--- config.mk ---
export PLATFORM = sky130hd
export DESIGN_NAME = fixed_width_integer_field_reader_core
export DESIGN_NICKNAME = d
export VERILOG_FILES = /design/src/rtl/core/fwir_pkg.sv /design/src/rtl/core/fixed_width_integer_field_reader_core.sv /design/src/rtl/core/fwir_front.sv /design/src/rtl/core/fwir_queue.sv /design/src/rtl/core/fwir_back.sv
export SDC_FILE = /design/constraint.sdc
export NUM_CORES = 1
export LEC_CHECK = 0
export ABC_CLOCK_PERIOD_IN_PS = 21500
export BUFFER_PORTS_ARGS = -buffer_cell sky130_fd_sc_hd__buf_2
export CAP_MARGIN = 20
export CORE_UTILIZATION = 55
export CTS_CLUSTER_DIAMETER = 30
export DETAILED_ROUTE_END_ITERATION = 10
export PLACE_DENSITY_LB_ADDON = 0.1
export REMOVE_ABC_BUFFERS = 1
export SYNTH_ARGS = -nofsm -noshare
export SYNTH_HDL_FRONTEND = slang
export SYNTH_SLANG_ARGS = --single-unit
--- constraint.sdc ---
create_clock -name i_clk -period 21.5 [get_ports i_clk]
set_clock_uncertainty 0.2 [all_clocks]
set_input_delay 3.225 -clock i_clk [delete_from_list [all_inputs] [get_ports i_clk]]
set_output_delay 3.225 -clock i_clk [all_outputs]
set_load 0.05 [all_outputs]
--- src/rtl/core/fwir_pkg.sv ---
// Shared types and constants of the fixed-width integer field reader.
package fwir_pkg;

    localparam logic [7:0] CH_ZERO    = 8'h30;
    localparam logic [7:0] CH_NINE    = 8'h39;
    localparam logic [7:0] CH_BLANK   = 8'h20;
    localparam logic [7:0] CH_PLUS    = 8'h2B;
    localparam logic [7:0] CH_MINUS   = 8'h2D;
    localparam logic [7:0] CH_COMMA   = 8'h2C;
    localparam logic [7:0] CH_NEWLINE = 8'h0A;

    localparam logic [1:0] ST_OK  = 2'd0;
    localparam logic [1:0] ST_BAD = 2'd1;
    localparam logic [1:0] ST_EOF = 2'd2;

    localparam logic [1:0] SZ_BYTE = 2'd0;
    localparam logic [1:0] SZ_HALF = 2'd1;

    localparam int Q_DEPTH    = 2;
    localparam int Q_PTR_BITS = $clog2(Q_DEPTH);

    localparam int         PADDR_BITS  = 3;
    localparam logic [0:0] REG_BLANK_AS_ZERO = 1'b0;

    typedef enum logic [2:0] {
        CLS_DIGIT,
        CLS_BLANK,
        CLS_PLUS,
        CLS_MINUS,
        CLS_SEP,
        CLS_OTHER
    } t_cls;

    typedef enum logic [1:0] {
        PH_IDLE,
        PH_LEAD,
        PH_BODY
    } t_phase;

    typedef struct packed {
        logic [7:0] character;
        logic       field_start;
        logic [7:0] field_width;
        logic       octal_radix;
        logic [1:0] size_code;
        logic       input_exhausted;
    } t_in_item;

    typedef struct packed {
        logic signed [31:0] value;
        logic [1:0]         status;
    } t_out_item;

    typedef struct packed {
        t_cls       cls;
        logic [3:0] digit;
        logic       start;
        logic [7:0] width;
        logic       octal;
        logic [1:0] size;
        logic       exhausted;
    } t_qent;

    typedef struct packed {
        logic valid;
        logic pop;
    } t_qctl;

endpackage

--- src/rtl/core/fixed_width_integer_field_reader_core.sv ---
// Top level of the fixed-width integer field reader: register port and channels.
//
//   channel   handshake                 payload
//   in        i_in_valid / o_in_ready   i_in_item  (t_in_item)
//   out       o_out_valid / i_out_ready o_out_item (t_out_item)
//   config    psel/penable/pwrite/pready paddr, pwdata, prdata
//
// One item per cycle sustained while the output is not stalled; the back end's accumulate step sets that rate.
// An accepted item is written into the queue first and reaches the result register when it is popped.
// Input stalls only when the two-entry queue is full; output stalls back up into it.
// Synchronous active-low reset empties the queue and closes any open field.
module fixed_width_integer_field_reader_core
    import fwir_pkg::*;
#(
    parameter int ACC_BITS = 32
)(
    input  logic                  i_clk,
    input  logic                  i_rst_n,
    input  logic                  i_in_valid,
    output logic                  o_in_ready,
    input  t_in_item              i_in_item,
    output logic                  o_out_valid,
    input  logic                  i_out_ready,
    output t_out_item             o_out_item,
    input  logic                  psel,
    input  logic                  penable,
    input  logic                  pwrite,
    input  logic [PADDR_BITS-1:0] paddr,
    input  logic [31:0]           pwdata,
    output logic [31:0]           prdata,
    output logic                  pready
);

    logic  r_blank_as_zero;
    t_qent front_ent;
    t_qent q_ent;
    logic  q_full;
    logic  q_valid;
    t_qctl q_ctl;
    logic  push;
    logic  reg_hit;

    assign pready  = 1'b1;
    assign reg_hit = (paddr[PADDR_BITS-1:2] == REG_BLANK_AS_ZERO);
    assign prdata  = reg_hit ? {31'd0, r_blank_as_zero} : 32'd0;

    always_ff @(posedge i_clk) begin
        if (!i_rst_n) begin
            r_blank_as_zero <= 1'b0;
        end else if (psel && penable && pwrite && pready && reg_hit) begin
            r_blank_as_zero <= pwdata[0];
        end
    end

    assign o_in_ready = !q_full;
    assign push       = i_in_valid && !q_full;

    fwir_front u_front (
        .i_item (i_in_item),
        .o_ent  (front_ent)
    );

    fwir_queue u_queue (
        .i_clk   (i_clk),
        .i_rst_n (i_rst_n),
        .i_push  (push),
        .i_ent   (front_ent),
        .o_full  (q_full),
        .i_ctl   (q_ctl),
        .o_ent   (q_ent),
        .o_valid (q_valid)
    );

    fwir_back #(
        .ACC_BITS (ACC_BITS)
    ) u_back (
        .i_clk           (i_clk),
        .i_rst_n         (i_rst_n),
        .i_blank_as_zero (r_blank_as_zero),
        .i_ent           (q_ent),
        .i_valid         (q_valid),
        .o_ctl           (q_ctl),
        .o_out_valid     (o_out_valid),
        .i_out_ready     (i_out_ready),
        .o_out_item      (o_out_item)
    );

endmodule

--- src/rtl/core/fwir_front.sv ---
// Front end: classifies each incoming character into a queue entry.
module fwir_front
    import fwir_pkg::*;
(
    input  t_in_item i_item,
    output t_qent    o_ent
);

    t_cls cls;

    always_comb begin
        if (i_item.character inside {[CH_ZERO:CH_NINE]}) begin
            cls = CLS_DIGIT;
        end else if (i_item.character == CH_BLANK) begin
            cls = CLS_BLANK;
        end else if (i_item.character == CH_PLUS) begin
            cls = CLS_PLUS;
        end else if (i_item.character == CH_MINUS) begin
            cls = CLS_MINUS;
        end else if (i_item.character inside {CH_COMMA, CH_NEWLINE}) begin
            cls = CLS_SEP;
        end else begin
            cls = CLS_OTHER;
        end
    end

    always_comb begin
        o_ent.cls       = cls;
        o_ent.digit     = 4'(i_item.character - CH_ZERO);
        o_ent.start     = i_item.field_start;
        o_ent.width     = i_item.field_width;
        o_ent.octal     = i_item.octal_radix;
        o_ent.size      = i_item.size_code;
        o_ent.exhausted = i_item.input_exhausted;
    end

endmodule

--- src/rtl/core/fwir_queue.sv ---
// Short queue of classified items between front and back.
module fwir_queue
    import fwir_pkg::*;
(
    input  logic  i_clk,
    input  logic  i_rst_n,
    input  logic  i_push,
    input  t_qent i_ent,
    output logic  o_full,
    input  t_qctl i_ctl,
    output t_qent o_ent,
    output logic  o_valid
);

    t_qent                 r_mem [Q_DEPTH];
    logic [Q_PTR_BITS-1:0] r_wptr;
    logic [Q_PTR_BITS-1:0] r_rptr;
    logic [Q_PTR_BITS:0]   r_count;
    logic [Q_PTR_BITS-1:0] n_wptr;
    logic [Q_PTR_BITS-1:0] n_rptr;
    logic [Q_PTR_BITS:0]   n_count;
    logic                  pop;

    assign o_full  = (r_count == (Q_PTR_BITS+1)'(Q_DEPTH));
    assign o_valid = (r_count != '0);
    assign o_ent   = r_mem[r_rptr];
    assign pop     = i_ctl.valid && i_ctl.pop;

    always_comb begin
        n_wptr  = r_wptr;
        n_rptr  = r_rptr;
        n_count = r_count;
        if (i_push) begin
            n_wptr = r_wptr + 1'b1;
        end
        if (pop) begin
            n_rptr = r_rptr + 1'b1;
        end
        if (i_push && !pop) begin
            n_count = r_count + 1'b1;
        end else if (!i_push && pop) begin
            n_count = r_count - 1'b1;
        end
    end

    always_ff @(posedge i_clk) begin
        if (!i_rst_n) begin
            r_wptr  <= '0;
            r_rptr  <= '0;
            r_count <= '0;
        end else begin
            r_wptr  <= n_wptr;
            r_rptr  <= n_rptr;
            r_count <= n_count;
        end
    end

    always_ff @(posedge i_clk) begin
        if (i_push) begin
            r_mem[r_wptr] <= i_ent;
        end
    end

endmodule

--- src/rtl/core/fwir_back.sv ---
// Back end: field state, digit accumulation and the result register.
module fwir_back
    import fwir_pkg::*;
#(
    parameter int ACC_BITS = 32
)(
    input  logic      i_clk,
    input  logic      i_rst_n,
    input  logic      i_blank_as_zero,
    input  t_qent     i_ent,
    input  logic      i_valid,
    output t_qctl     o_ctl,
    output logic      o_out_valid,
    input  logic      i_out_ready,
    output t_out_item o_out_item
);

    localparam int EXT_BITS = (ACC_BITS > 32) ? ACC_BITS : 32;

    t_phase              r_phase;
    t_phase              n_phase;
    logic [ACC_BITS-1:0] r_acc;
    logic [ACC_BITS-1:0] n_acc;
    logic                r_neg;
    logic                n_neg;
    logic [7:0]          r_left;
    logic [7:0]          n_left;
    logic                r_octal;
    logic                n_octal;
    logic [1:0]          r_size;
    logic [1:0]          n_size;
    logic                r_bad;
    logic                n_bad;
    logic                r_out_valid;
    t_out_item           r_out_item;

    logic                pop;
    logic                zero_width;
    t_phase              e_phase;
    logic [ACC_BITS-1:0] e_acc;
    logic                e_neg;
    logic [7:0]          e_left;
    logic                e_octal;
    logic [1:0]          e_size;
    logic                e_bad;
    logic [ACC_BITS-1:0] acc_scaled;
    logic [ACC_BITS-1:0] t_acc;
    logic                t_neg;
    logic                t_bad;
    t_phase              t_phase_v;
    logic [7:0]          t_left;
    logic [ACC_BITS-1:0] f_acc;
    logic                f_neg;
    logic                f_bad;
    logic [EXT_BITS-1:0] acc_ext;
    logic [31:0]         w_low;
    logic [31:0]         w_signed;
    logic [31:0]         w_cut;
    logic                emit;
    t_out_item           emit_item;

    assign pop         = i_valid && (!r_out_valid || i_out_ready);
    assign o_ctl.valid = i_valid;
    assign o_ctl.pop   = pop;

    assign zero_width = i_ent.start && (i_ent.width == 8'd0);
    assign e_phase    = i_ent.start ? PH_LEAD : r_phase;
    assign e_acc      = i_ent.start ? '0 : r_acc;
    assign e_neg      = i_ent.start ? 1'b0 : r_neg;
    assign e_bad      = i_ent.start ? 1'b0 : r_bad;
    assign e_left     = i_ent.start ? i_ent.width : r_left;
    assign e_octal    = i_ent.start ? i_ent.octal : r_octal;
    assign e_size     = i_ent.start ? i_ent.size : r_size;

    assign acc_scaled = e_octal ? (e_acc << 3) : ((e_acc << 3) + (e_acc << 1));
    assign t_left     = e_left - 8'd1;

    always_comb begin
        t_acc     = e_acc;
        t_neg     = e_neg;
        t_bad     = e_bad;
        t_phase_v = e_phase;
        if (!e_bad) begin
            case (i_ent.cls)
                CLS_DIGIT: begin
                    t_acc     = acc_scaled + ACC_BITS'(i_ent.digit);
                    t_phase_v = PH_BODY;
                end
                CLS_BLANK: begin
                    if (e_phase == PH_BODY && i_blank_as_zero) begin
                        t_acc = acc_scaled;
                    end
                end
                CLS_PLUS, CLS_MINUS: begin
                    if (e_phase == PH_LEAD) begin
                        t_neg     = (i_ent.cls == CLS_MINUS);
                        t_phase_v = PH_BODY;
                    end else begin
                        t_bad = 1'b1;
                    end
                end
                default: begin
                    t_bad = 1'b1;
                end
            endcase
        end
    end

    always_comb begin
        if (zero_width) begin
            n_phase = PH_IDLE;
        end else if (e_phase == PH_IDLE || i_ent.exhausted || i_ent.cls == CLS_SEP) begin
            n_phase = PH_IDLE;
        end else if (t_left == 8'd0) begin
            n_phase = PH_IDLE;
        end else begin
            n_phase = t_phase_v;
        end
    end

    assign f_acc    = (i_ent.cls == CLS_SEP) ? e_acc : t_acc;
    assign f_neg    = (i_ent.cls == CLS_SEP) ? e_neg : t_neg;
    assign f_bad    = (i_ent.cls == CLS_SEP) ? e_bad : t_bad;
    assign acc_ext  = EXT_BITS'(signed'(f_acc));
    assign w_low    = acc_ext[31:0];
    assign w_signed = f_neg ? (~w_low + 32'd1) : w_low;

    always_comb begin
        case (e_size)
            SZ_BYTE: w_cut = {{24{w_signed[7]}}, w_signed[7:0]};
            SZ_HALF: w_cut = {{16{w_signed[15]}}, w_signed[15:0]};
            default: w_cut = w_signed;
        endcase
    end

    always_comb begin
        n_acc           = r_acc;
        n_neg           = r_neg;
        n_bad           = r_bad;
        n_left          = r_left;
        n_octal         = e_octal;
        n_size          = e_size;
        emit            = 1'b0;
        emit_item.value = '0;
        emit_item.status = ST_OK;
        if (zero_width) begin
            n_left = e_left;
            emit   = 1'b1;
        end else if (e_phase == PH_IDLE) begin
            n_left = e_left;
        end else if (i_ent.exhausted) begin
            n_acc            = e_acc;
            n_neg            = e_neg;
            n_bad            = e_bad;
            n_left           = e_left;
            emit             = 1'b1;
            emit_item.status = ST_EOF;
        end else begin
            n_acc  = (i_ent.cls == CLS_SEP) ? e_acc : t_acc;
            n_neg  = f_neg;
            n_bad  = f_bad;
            n_left = (i_ent.cls == CLS_SEP) ? e_left : t_left;
            if (i_ent.cls == CLS_SEP || t_left == 8'd0) begin
                emit             = 1'b1;
                emit_item.value  = signed'(w_cut);
                emit_item.status = f_bad ? ST_BAD : ST_OK;
            end
        end
    end

    always_ff @(posedge i_clk) begin
        if (!i_rst_n) begin
            r_phase     <= PH_IDLE;
            r_acc       <= '0;
            r_neg       <= 1'b0;
            r_left      <= '0;
            r_octal     <= 1'b0;
            r_size      <= '0;
            r_bad       <= 1'b0;
            r_out_valid <= 1'b0;
        end else begin
            if (pop) begin
                r_phase <= n_phase;
                r_acc   <= n_acc;
                r_neg   <= n_neg;
                r_left  <= n_left;
                r_octal <= n_octal;
                r_size  <= n_size;
                r_bad   <= n_bad;
            end
            if (pop) begin
                r_out_valid <= emit;
            end else if (i_out_ready) begin
                r_out_valid <= 1'b0;
            end
        end
    end

    always_ff @(posedge i_clk) begin
        if (pop && emit) begin
            r_out_item <= emit_item;
        end
    end

    assign o_out_valid = r_out_valid;
    assign o_out_item  = r_out_item;

endmodule

== Word level (Yosys, flattened, before mapping) ==
Memories as Yosys holds them, arrays and structs flattened. A register that Yosys moved wholly into a read port is not among the register bits.
Index checks and enable logic that the tools add are counted.

* Flip-flop bits (word level): 87
* Bits in writable memories: 40
* Input port bits: 63
* Output and inout bits: 69
* Word-level logic and storage cells: 135
* Memories: 1

{| class="wikitable"
|+ Memories
! memory !! words !! width !! rd ports !! clocked after Yosys merged registers in !! wr ports !! RTL line !! RTL
|-
| u_queue.r_mem || 2 || 20 || 1 || 1 || 1 || fwir_queue.sv:15 || <nowiki>t_qent r_mem [Q_DEPTH];</nowiki>
|}

* $add $sub $neg: 9
* $lt $le $gt $ge: 2
* Equality and inequality tests: 13
* Multiplexer cells: 56
* Bitwise gates (word level): 5
* Reduce and logical (&&, ||, !) cells: 34

{| class="wikitable"
|+ Operators with widths
! operator !! count
|-
| $mux W32 || 7
|-
| $pmux W32 S2 || 2
|-
| $mux W8 || 5
|-
| $add A32 B1 Y32 const B || 1
|-
| $add A32 B32 Y32 || 1
|-
| $add A32 B4 Y32 || 1
|-
| $eq A8 B6 Y1 const B || 4
|-
| $not A32 Y32 || 1
|-
| $mux W1 || 25
|-
| $mux W2 || 11
|-
| $logic_not A8 Y1 || 2
|-
| $logic_and A1 B1 Y1 || 12
|-
| $mux W3 || 4
|-
| $eq A8 B4 Y1 const B || 1
|-
| $ge A8 B6 Y1 const B || 1
|-
| $le A8 B6 Y1 const B || 1
|-
| $reduce_bool A2 Y1 || 4
|-
| $sub A8 B1 Y8 const B || 1
|-
| $eq A3 B2 Y1 const B || 2
|-
| $reduce_or A2 Y1 || 3
|-
| $eq A2 B1 Y1 const B || 2
|-
| $eq A2 B2 Y1 const B || 2
|-
| $logic_not A1 Y1 || 4
|-
| $logic_not A2 Y1 || 2
|-
| 13 further kinds || 20
|}

== Depth between registers and ports, before layout ==
Gate-level depths: netlist of the first run.

* Depth in word-level cells: 11
* Gate-level depth with buffers: 28
* Gate-level depth less buffers: 19

== Cells and area by module ==
From an unflattened synthesis of the first run, not the netlist that was laid out.

* Cells, all modules: 1441
* Area total of the unflattened synthesis: 11757.5 µm²

{| class="wikitable"
|+ By module, submodules not included
! module !! instances !! cells each !! area each (µm²) !! sequential area each (µm²)
|-
| fwir_back || 1 || 1282 || 9529.1 || 1981.9
|-
| fwir_queue || 1 || 84 || 1657.8 || 1301.2
|-
| fixed_width_integer_field_reader_core || 1 || 42 || 325.3 || 20.0
|-
| fwir_front || 1 || 33 || 245.2 || 0.0
|}

== Worst setup path before layout of the first run ==
Ideal clock, no wire load.

* Path kind: register to register
* From: reg with a tool-made name
* To: reg u_back.r_out_item, in the netlist u_back.o_out_item[32] (data pin)
* Library setup time: 0.135 ns
* Arrival: 7.226 ns
* Required time: 21.165 ns
* Setup slack: 13.939 ns
* Stages on the path, launching flop included: 28
* Path buffers: 10
* Clock period less this slack: 7.561 ns
* Cell sequence: dfxtp_1 -> buf_6 -> mux2i_4 -> buf_6 -> buf_2 -> buf_4 -> buf_4 -> buf_2 -> clkbuf_1 -> buf_1 -> clkbuf_1 -> clkbuf_1 -> and2_1 -> ha_1 -> maj3_2 -> o21ai_1 -> a211oi_1 -> mux2i_1 -> o211ai_1 -> or4_1 -> or3_1 -> nor4b_1 -> xnor2_1 -> o21ai_0 -> or4_4 -> or4b_4 -> or4_1 -> nand3_1

{| class="wikitable"
|+ RTL lines
! item !! RTL line !! RTL
|-
| end signal, assigned || fwir_back.sv:201 || <nowiki>r_out_item <= emit_item;</nowiki>
|-
| end, declared || fwir_back.sv:35 || <nowiki>t_out_item r_out_item;</nowiki>
|}

==> results of run 1 <==
-- cell usage in the layout, fill, tap and decap left out, types with 11 or more instances in the layout --
| cell type | instances |
|---|---|
| nor2b_1 | 36 |
| xor2_1 | 22 |
| o21ai_0 | 98 |
| a21oi_1 | 85 |
| conb_1 | 32 |
| dfxtp_1 | 54 |
| xnor2_1 | 43 |
| nor3_1 | 42 |
| or3_1 | 15 |
| buf_4 | 22 |
| and2_1 | 43 |
| nand2_1 | 129 |
| buf_2 | 66 |
| nand3b_1 | 13 |
| o211ai_1 | 19 |
| a31oi_1 | 28 |
| clkbuf_16 | 17 |
| and3_1 | 20 |
| a22oi_1 | 30 |
| mux2_2 | 11 |
| edfxtp_1 | 74 |
| inv_1 | 33 |
| nand4_1 | 11 |
| o21a_1 | 23 |
| a211oi_1 | 20 |
| nor2_1 | 103 |
| o31ai_1 | 12 |
| nand2b_1 | 16 |
| nand3_1 | 47 |
| nor3b_1 | 11 |
| ha_1 | 17 |
| nor4_1 | 17 |
| mux2i_1 | 21 |
-- kinds of logic (layout without fill, tap and decap cells) --
kind of cell / Yosys count / in the layout / share of synthesized area
flip-flops: 128 / 128 / 0.2779
XOR/XNOR: 65 / 65 / 0.04789
multiplexers: 34 / 34 / 0.03126
AND/OR/NAND/NOR: 582 / 582 / 0.2684
adder cells (fa/ha/maj): 22 / 22 / 0.02305
AO/OA/AOI/OAI: 471 / 471 / 0.2784
buffers and inverters: 172 / 155 / 0.07252
other: 2 / 32 / 0.0006317
-- final cells by class --
class                   instances  share of cell area
multi-input cells            1206              0.6165
flip-flops and latches        128              0.2591
clock inverters                15             0.01315
clock buffers                  17             0.03337
repair buffers                 90             0.04122
inverters                      33            0.009715
well taps                     275             0.02699
-- critical path, delay by kind of cell, from the launching register on --
family | cells | cell delay [ns]
fa+ha+maj | 2 | 0.51
mux | 3 | 1.06
flops | 1 | 0.31
buf+inv | 3 | 0.87
compound gates | 5 | 1.56
simple gates | 7 | 2.72
-- synthesized netlist by cell type (19+ instances only) --
| master | count |
|---|---|
| o21a_1 | 23 |
| dfxtp_1 | 54 |
| mux2i_1 | 21 |
| and2_1 | 43 |
| and3_1 | 20 |
| o21ai_0 | 98 |
| buf_4 | 36 |
| inv_1 | 33 |
| a211oi_1 | 20 |
| nor2b_1 | 36 |
| a31oi_1 | 28 |
| xor2_1 | 22 |
| a21oi_1 | 85 |
| nand3_1 | 47 |
| nand2_1 | 129 |
| clkbuf_1 | 62 |
| edfxtp_1 | 74 |
| nor2_1 | 104 |
| xnor2_1 | 43 |
| buf_2 | 29 |
| a22oi_1 | 30 |
| o211ai_1 | 19 |
| nor3_1 | 43 |
-- state kept, by name (all words and copies together), names as in the netlist, named ones only --
name / flops
u_back.r_octal: 1
r_blank_as_zero: 1
u_back.r_neg: 1
u_back.r_size: 2
u_back.o_out_item: 34
u_back.r_bad: 1
u_queue.r_count: 2
u_queue.r_wptr: 1
u_queue.r_mem: 40
u_back.r_phase: 2
u_queue.r_rptr: 1
u_back.r_left: 8
u_back.o_out_valid: 1
u_back.r_acc: 32
-- layer usage --
layer,wire length (um),vias up,global-route usage
li1,-,5502,-
met4,837,0,0.1158
met3,2353,79,0.04343
met5,0,-,0
met1,15140,5545,0.4203
met2,17020,499,0.5356
-- power breakdown --
group	total, mW	switching (mW)	internal (mW)
Sequential	0.318	0.0184	0.300
Clock	0.292	0.126	0.165
Combinational	0.400	0.292	0.108
Total	1.01	0.436	0.573
-- final timing paths --
| kind | startpoint | endpoint | slack, ns |
|---|---|---|---|
| max | register | u_back.o_out_item[32]$_SDFFCE_PP0P_ | 14.07 |
| min | u_back.r_left[4]$_SDFFE_PN0P_ | u_back.r_left[4]$_SDFFE_PN0P_ | 0.30 |
| max reg2reg | register | u_back.o_out_item[32]$_SDFFCE_PP0P_ | 14.07 |
| min reg2reg | u_back.r_left[4]$_SDFFE_PN0P_ | u_back.r_left[4]$_SDFFE_PN0P_ | 0.30 |
-- stage by stage --
step           cell area [um2]  utilization  std cells  total power [mW]
5_1_grt                  12750       0.6046       1764             1.054
4_1_cts                  12730       0.6039       1763             1.004
3_5_place_dp             12140       0.5758       1731            0.7133
2_1_floorplan            11260            -       1367            0.5965
3_3_place_gp             12130       0.5751       1730            0.7059
6_report                 12750       0.6046       1764             1.010
==> results.toml, run 1 <==
[run_status]
status = "finished clean"

[setup_path]
path_class = "reg -> reg"
cpPeakStageDelay_ns = 0.61
worstPathMaxFanout = 35
required_ns = 21.59
crit_arrival_ns = 7.53
worstSetupEndpointType = "register"
path_cells = "buf_4, mux2i_4, buf_4, nand2_1, inv_1, ha_1, maj3_2, o21ai_1, a211oi_1, mux2i_1, nor4b_2, nand4_1, a2111oi_0, mux2i_1, o211ai_1, o21bai_1, or4_4, or4b_4, or4_1, nand3_1"
startpoint_type = "register"
worst-r2r-cell-count = 20
crit_slowest_cell = "or4_4"

[global_routing]
grt_pass1_vias = 10683
grt_overflow = 0
grtUsageTotal = 0.3202
grt_max_degree = 55
grt_pass1_wl_mm = 56.15
antenna_found_initial = 0

[clock_tree]
post-cts-setup-buffer-count = 0
cts_hold_buf = 0
h-tree-depth = 4
clockRootBuffer = "clkbuf_16"
cts_tree = "yes"
cts_buffers = 17
cts_buffer_depth = 2
insertion_delay_ns = 0.43
clock-sinks = 128
path_clk_slew_ns = 0.06
ctsResizeCount = 0

[route]
drt-initial-drc-count = 931
viasPerCell = 6.590
vias = 11625
wirelength_mm = 35.36
drc_errors = 0
wl_per_cell_um = 20.04
dr.pass1.iters = 6
ant_nets = 0

[synth]
ys_ff_latch = 128
yosys-top-cells-area = "edfxtp_1, dfxtp_1, o21ai_0"
synth_edf_count = 74
synth_ff_type = "edfxtp_1"
yosys.area.top_type = "edfxtp_1"
netlist_area_um2 = 11890
ys_types = 115
synth-async-reset-ratio = 0
synth_seq_area_share = 0.2779
ys_warn_count = 0
syn_area_per_cell_um2 = 8.054
yosysTopAreaCellShare = 0.1869
syn_inst = 1476

[sta]
post-route-period-util = 0.3457
fin_ws_ns = 14.07
max_freq_mhz = 134.5
fin_hold_ws_ns = 0.3005
slew_headroom = 0.2452
worst_slew_pin_slew_ns = 1.129
rsz0062_at_grt = "false"
hold_viol = 0
final.min_clock_period_ns = 7.432
setup_viol = 0
finalSetupTns_ns = 0
slew_violations = 0

[worst_hold_path]
holdPathStages = 1
hold_path.class = "reg -> reg"

[final_layout]
num-nets-final = 1557
seq_area_um2 = 3303
n_antenna_cell = 0
multiInputGateArea_um2 = 7860
n_fill_cell = 1935
area_growth_pct = 7.252
final_layout_size_suffix_gt1_frac = 0.1357

[power_and_ir_drop]
power.density_nw_per_um2 = 79.19
ir_drop_mv = 0.05004
power_leakage_nw = 4.487

[place]
pre_cts_ws_ns = 14.23
gp_congestion = 0.9386
place.port_buffers = 66
hpwlAfterDp_mm = 25.18

[die]
pin_count = 132
dieArea_um2 = 22210
fp.dieH_um = 149.0
start_util = 0.5637
rows = 53
die_x_um = 149.0
core_area_um2 = 21090

[flow_run]
maxCapViolations = 0
Note: power is estimated with default switching activity, not from simulation.
==> inputs of run 2 (changes only) <==
--- a/config.mk
+++ b/config.mk
@@ -5,7 +5,7 @@
 export SDC_FILE = /design/constraint.sdc
 export NUM_CORES = 1
 export LEC_CHECK = 0
-export ABC_CLOCK_PERIOD_IN_PS = 21500
+export ABC_CLOCK_PERIOD_IN_PS = 6700
 export BUFFER_PORTS_ARGS = -buffer_cell sky130_fd_sc_hd__buf_2
 export CAP_MARGIN = 20
 export CORE_UTILIZATION = 55
==> constraint.sdc (replaced) <==
create_clock -name i_clk -period 6.7 [get_ports i_clk]
set_clock_uncertainty 0.2 [all_clocks]
set_input_delay 1.005 -clock i_clk [delete_from_list [all_inputs] [get_ports i_clk]]
set_output_delay 1.005 -clock i_clk [all_outputs]
set_load 0.05 [all_outputs]
==> run 2 against run 1 <==
  * Core utilization increased by 1.5 points
  * Fmax increased by 16%
  * Via count increased by 2.2%
  * Sequential share of layout area decreased by 0.65 points
  * Sequential power increased to 3.2 times the previous value
  * Non-clock buffer count increased by 35
  * Clock power increased to 3.4 times the previous value
  * Register-to-register slack got worse by 14 ns
  * Global-route usage increased by 1.3 points
  * Cell count increased by 2.0%
  * Critical path type unchanged
  * Critical endpoint unchanged
==> results.toml, run 2 (synthesis results as in run 1) <==
[sta]
slew_violations = 0
hold_viol = 0
worst_slew_pin_slew_ns = 1.017
fin_ws_ns = 0.3194
max_freq_mhz = 156.7
slew_headroom = 0.3218
post-route-period-util = 0.9523
setup_viol = 0
rsz0062_at_grt = "false"
final.min_clock_period_ns = 6.381

[die]
die_x_um = 149.0
pin_count = 132
core_area_um2 = 21090
dieArea_um2 = 22210
fp.dieH_um = 149.0
start_util = 0.5637
rows = 53

[setup_path]
reg2reg_to = "u_back.o_out_item[32]$_SDFFCE_PP0P_"
ff2ff_setup_slack_ns = 0.32
worst-r2r-cell-count = 18
required_ns = 6.79
crit_arrival_ns = 6.47
worstSetupEndpointType = "register"
worstPathMaxFanout = 5
critical-path-top-delay-family = "simple AND/OR/NAND/NOR gates"
startpoint_type = "register"
crit_slowest_cell = "or4_1"
critPathBufInv = 1
path_common_cell = "or4_1"
path_class = "reg -> reg"
path_cells = "mux2i_4, nand2_1, inv_1, ha_1, maj3_2, o21ai_1, a211oi_1, mux2i_2, o211ai_1, or4_1, or3_1, nor4b_1, xnor2_1, o21ai_0, or4_4, or4b_4, or4_1, nand3_1"
cpPeakStageDelay_ns = 0.66

[place]
place.port_buffers = 66
hpwlAfterDp_mm = 26.81
pre_cts_ws_ns = 0.2880
placed_cell_area_um2 = 12380
gp_congestion = 0.9562

[run_status]
status = "finished clean"

[global_routing]
grtUsageTotal = 0.3336
grt_overflow = 0
antenna_found_initial = 1
grt_pass1_vias = 10994
grt_pass1_wl_mm = 58.18
grt_max_degree = 55

[clock_tree]
h-tree-depth = 4
cts_hold_buf = 0
path_clk_slew_ns = 0.07
clockRootBuffer = "clkbuf_16"
cts_buffers = 17
cts_tree = "yes"
clock-sinks = 128
cts_buffer_depth = 2
insertion_delay_ns = 0.43

[final_layout]
n_antenna_cell = 0
stdcell_area_um2 = 13080
largest_reg_flops = 40
final_cell_mix = "nand2_1, nor2_1, o21ai_0, a21oi_1, edfxtp_1"
num-nets-final = 1593
area_growth_pct = 9.999
final_common_cell = "nand2_1"
utilization = 0.6201
final_layout_size_suffix_gt1_frac = 0.1580
top_register = "u_queue.r_mem"
n_fill_cell = 1948

[worst_hold_path]
holdPathStages = 2
hold_end = "u_back.r_size[1]$_SDFFE_PN0P_"
holdCritStartpoint = "u_back.r_size[1]$_SDFFE_PN0P_"
hold_path.class = "reg -> reg"

[route]
drt-initial-drc-count = 1038
viasPerCell = 6.597
dr.pass1.iters = 6
wl_per_cell_um = 20.31
wirelength_mm = 36.55
drc_errors = 0
vias = 11875
ant_nets = 0

[power_and_ir_drop]
power_leakage_nw = 4.704
power.density_nw_per_um2 = 253.7
ir_drop_mv = 0.1694

[flow_run]
maxCapViolations = 0
-- run 2: area by class of cell --
class	instances	area [um2]	area share
well taps	275	344.1	0.02631
clock buffers	17	425.4	0.03253
clock inverters	15	214.0	0.01636
multi-input cells	1207	7885	0.6030
inverters	33	123.9	0.009473
repair buffers	125	780.7	0.05971
flip-flops and latches	128	3303	0.2526
-- run 2: how the worst max path moves through the flow --
stage	start	end	slack, ns	cells after the start
finish	register	u_back.o_out_item[32]$_SDFFCE_PP0P_	0.32	18
global route	register	u_back.o_out_item[32]$_SDFFCE_PP0P_	0.03	18
CTS	register	u_back.o_out_item[32]$_SDFFCE_PP0P_	0.26	19
detailed placement	register	u_back.o_out_item[32]$_SDFFCE_PP0P_	0.29	19
global placement	register	u_back.o_out_item[32]$_SDFFCE_PP0P_	0.41	19
floorplan	register	u_back.o_out_item[32]$_SDFFCE_PP0P_	-0.84	18
-- run 2: report_power, final --
group	switching [mW]	leakage (nW)	total, mW	internal, mW
registers	0.0634	1.13	1.03	0.962
logic	0.938	3.26	1.31	0.368
clock network	0.409	0.314	0.986	0.577
total	1.41	4.70	3.32	1.91
-- run 2: layer usage --
| layer | share of wire | global-route usage | routed length (um) | up-vias |
|---|---|---|---|---|
| met5 | 0 | 0 | 0 | - |
| met3 | 0.066 | 0.04251 | 2423 | 82 |
| met1 | 0.43 | 0.4341 | 15590 | 5657 |
| met2 | 0.48 | 0.5647 | 17690 | 551 |
| met4 | 0.023 | 0.1199 | 847 | 0 |
| li1 | - | - | - | 5585 |
-- run 2: repair_timing --
item | in CTS | in global routing
gates resized for setup | 0 | 6
buffers inserted | 0 | 0
endpoints found under the setup margin | 0 | 4
-- run 2: tightest hold or removal path: stages, from the launching register on --
cell and delay (ns):
dfxtp_1 0.32, nand2_1 0.05, a21boi_0 0.08
-- run 2: stage by stage --
step / power [mW] / setup TNS [ns] / hold slack [ns] / instances
final: 3.317 / 0 / 0.2974 / 1800
after detailed placement: 2.305 / 0 / 0.2877 / 1766
after CTS: 3.291 / 0 / 0.2958 / 1798
after floorplan: 1.914 / -5.054 / 0.2437 / 1367
after global placement: 2.282 / 0 / 0.2537 / 1766
after global routing: 3.463 / 0 / 0.3239 / 1800
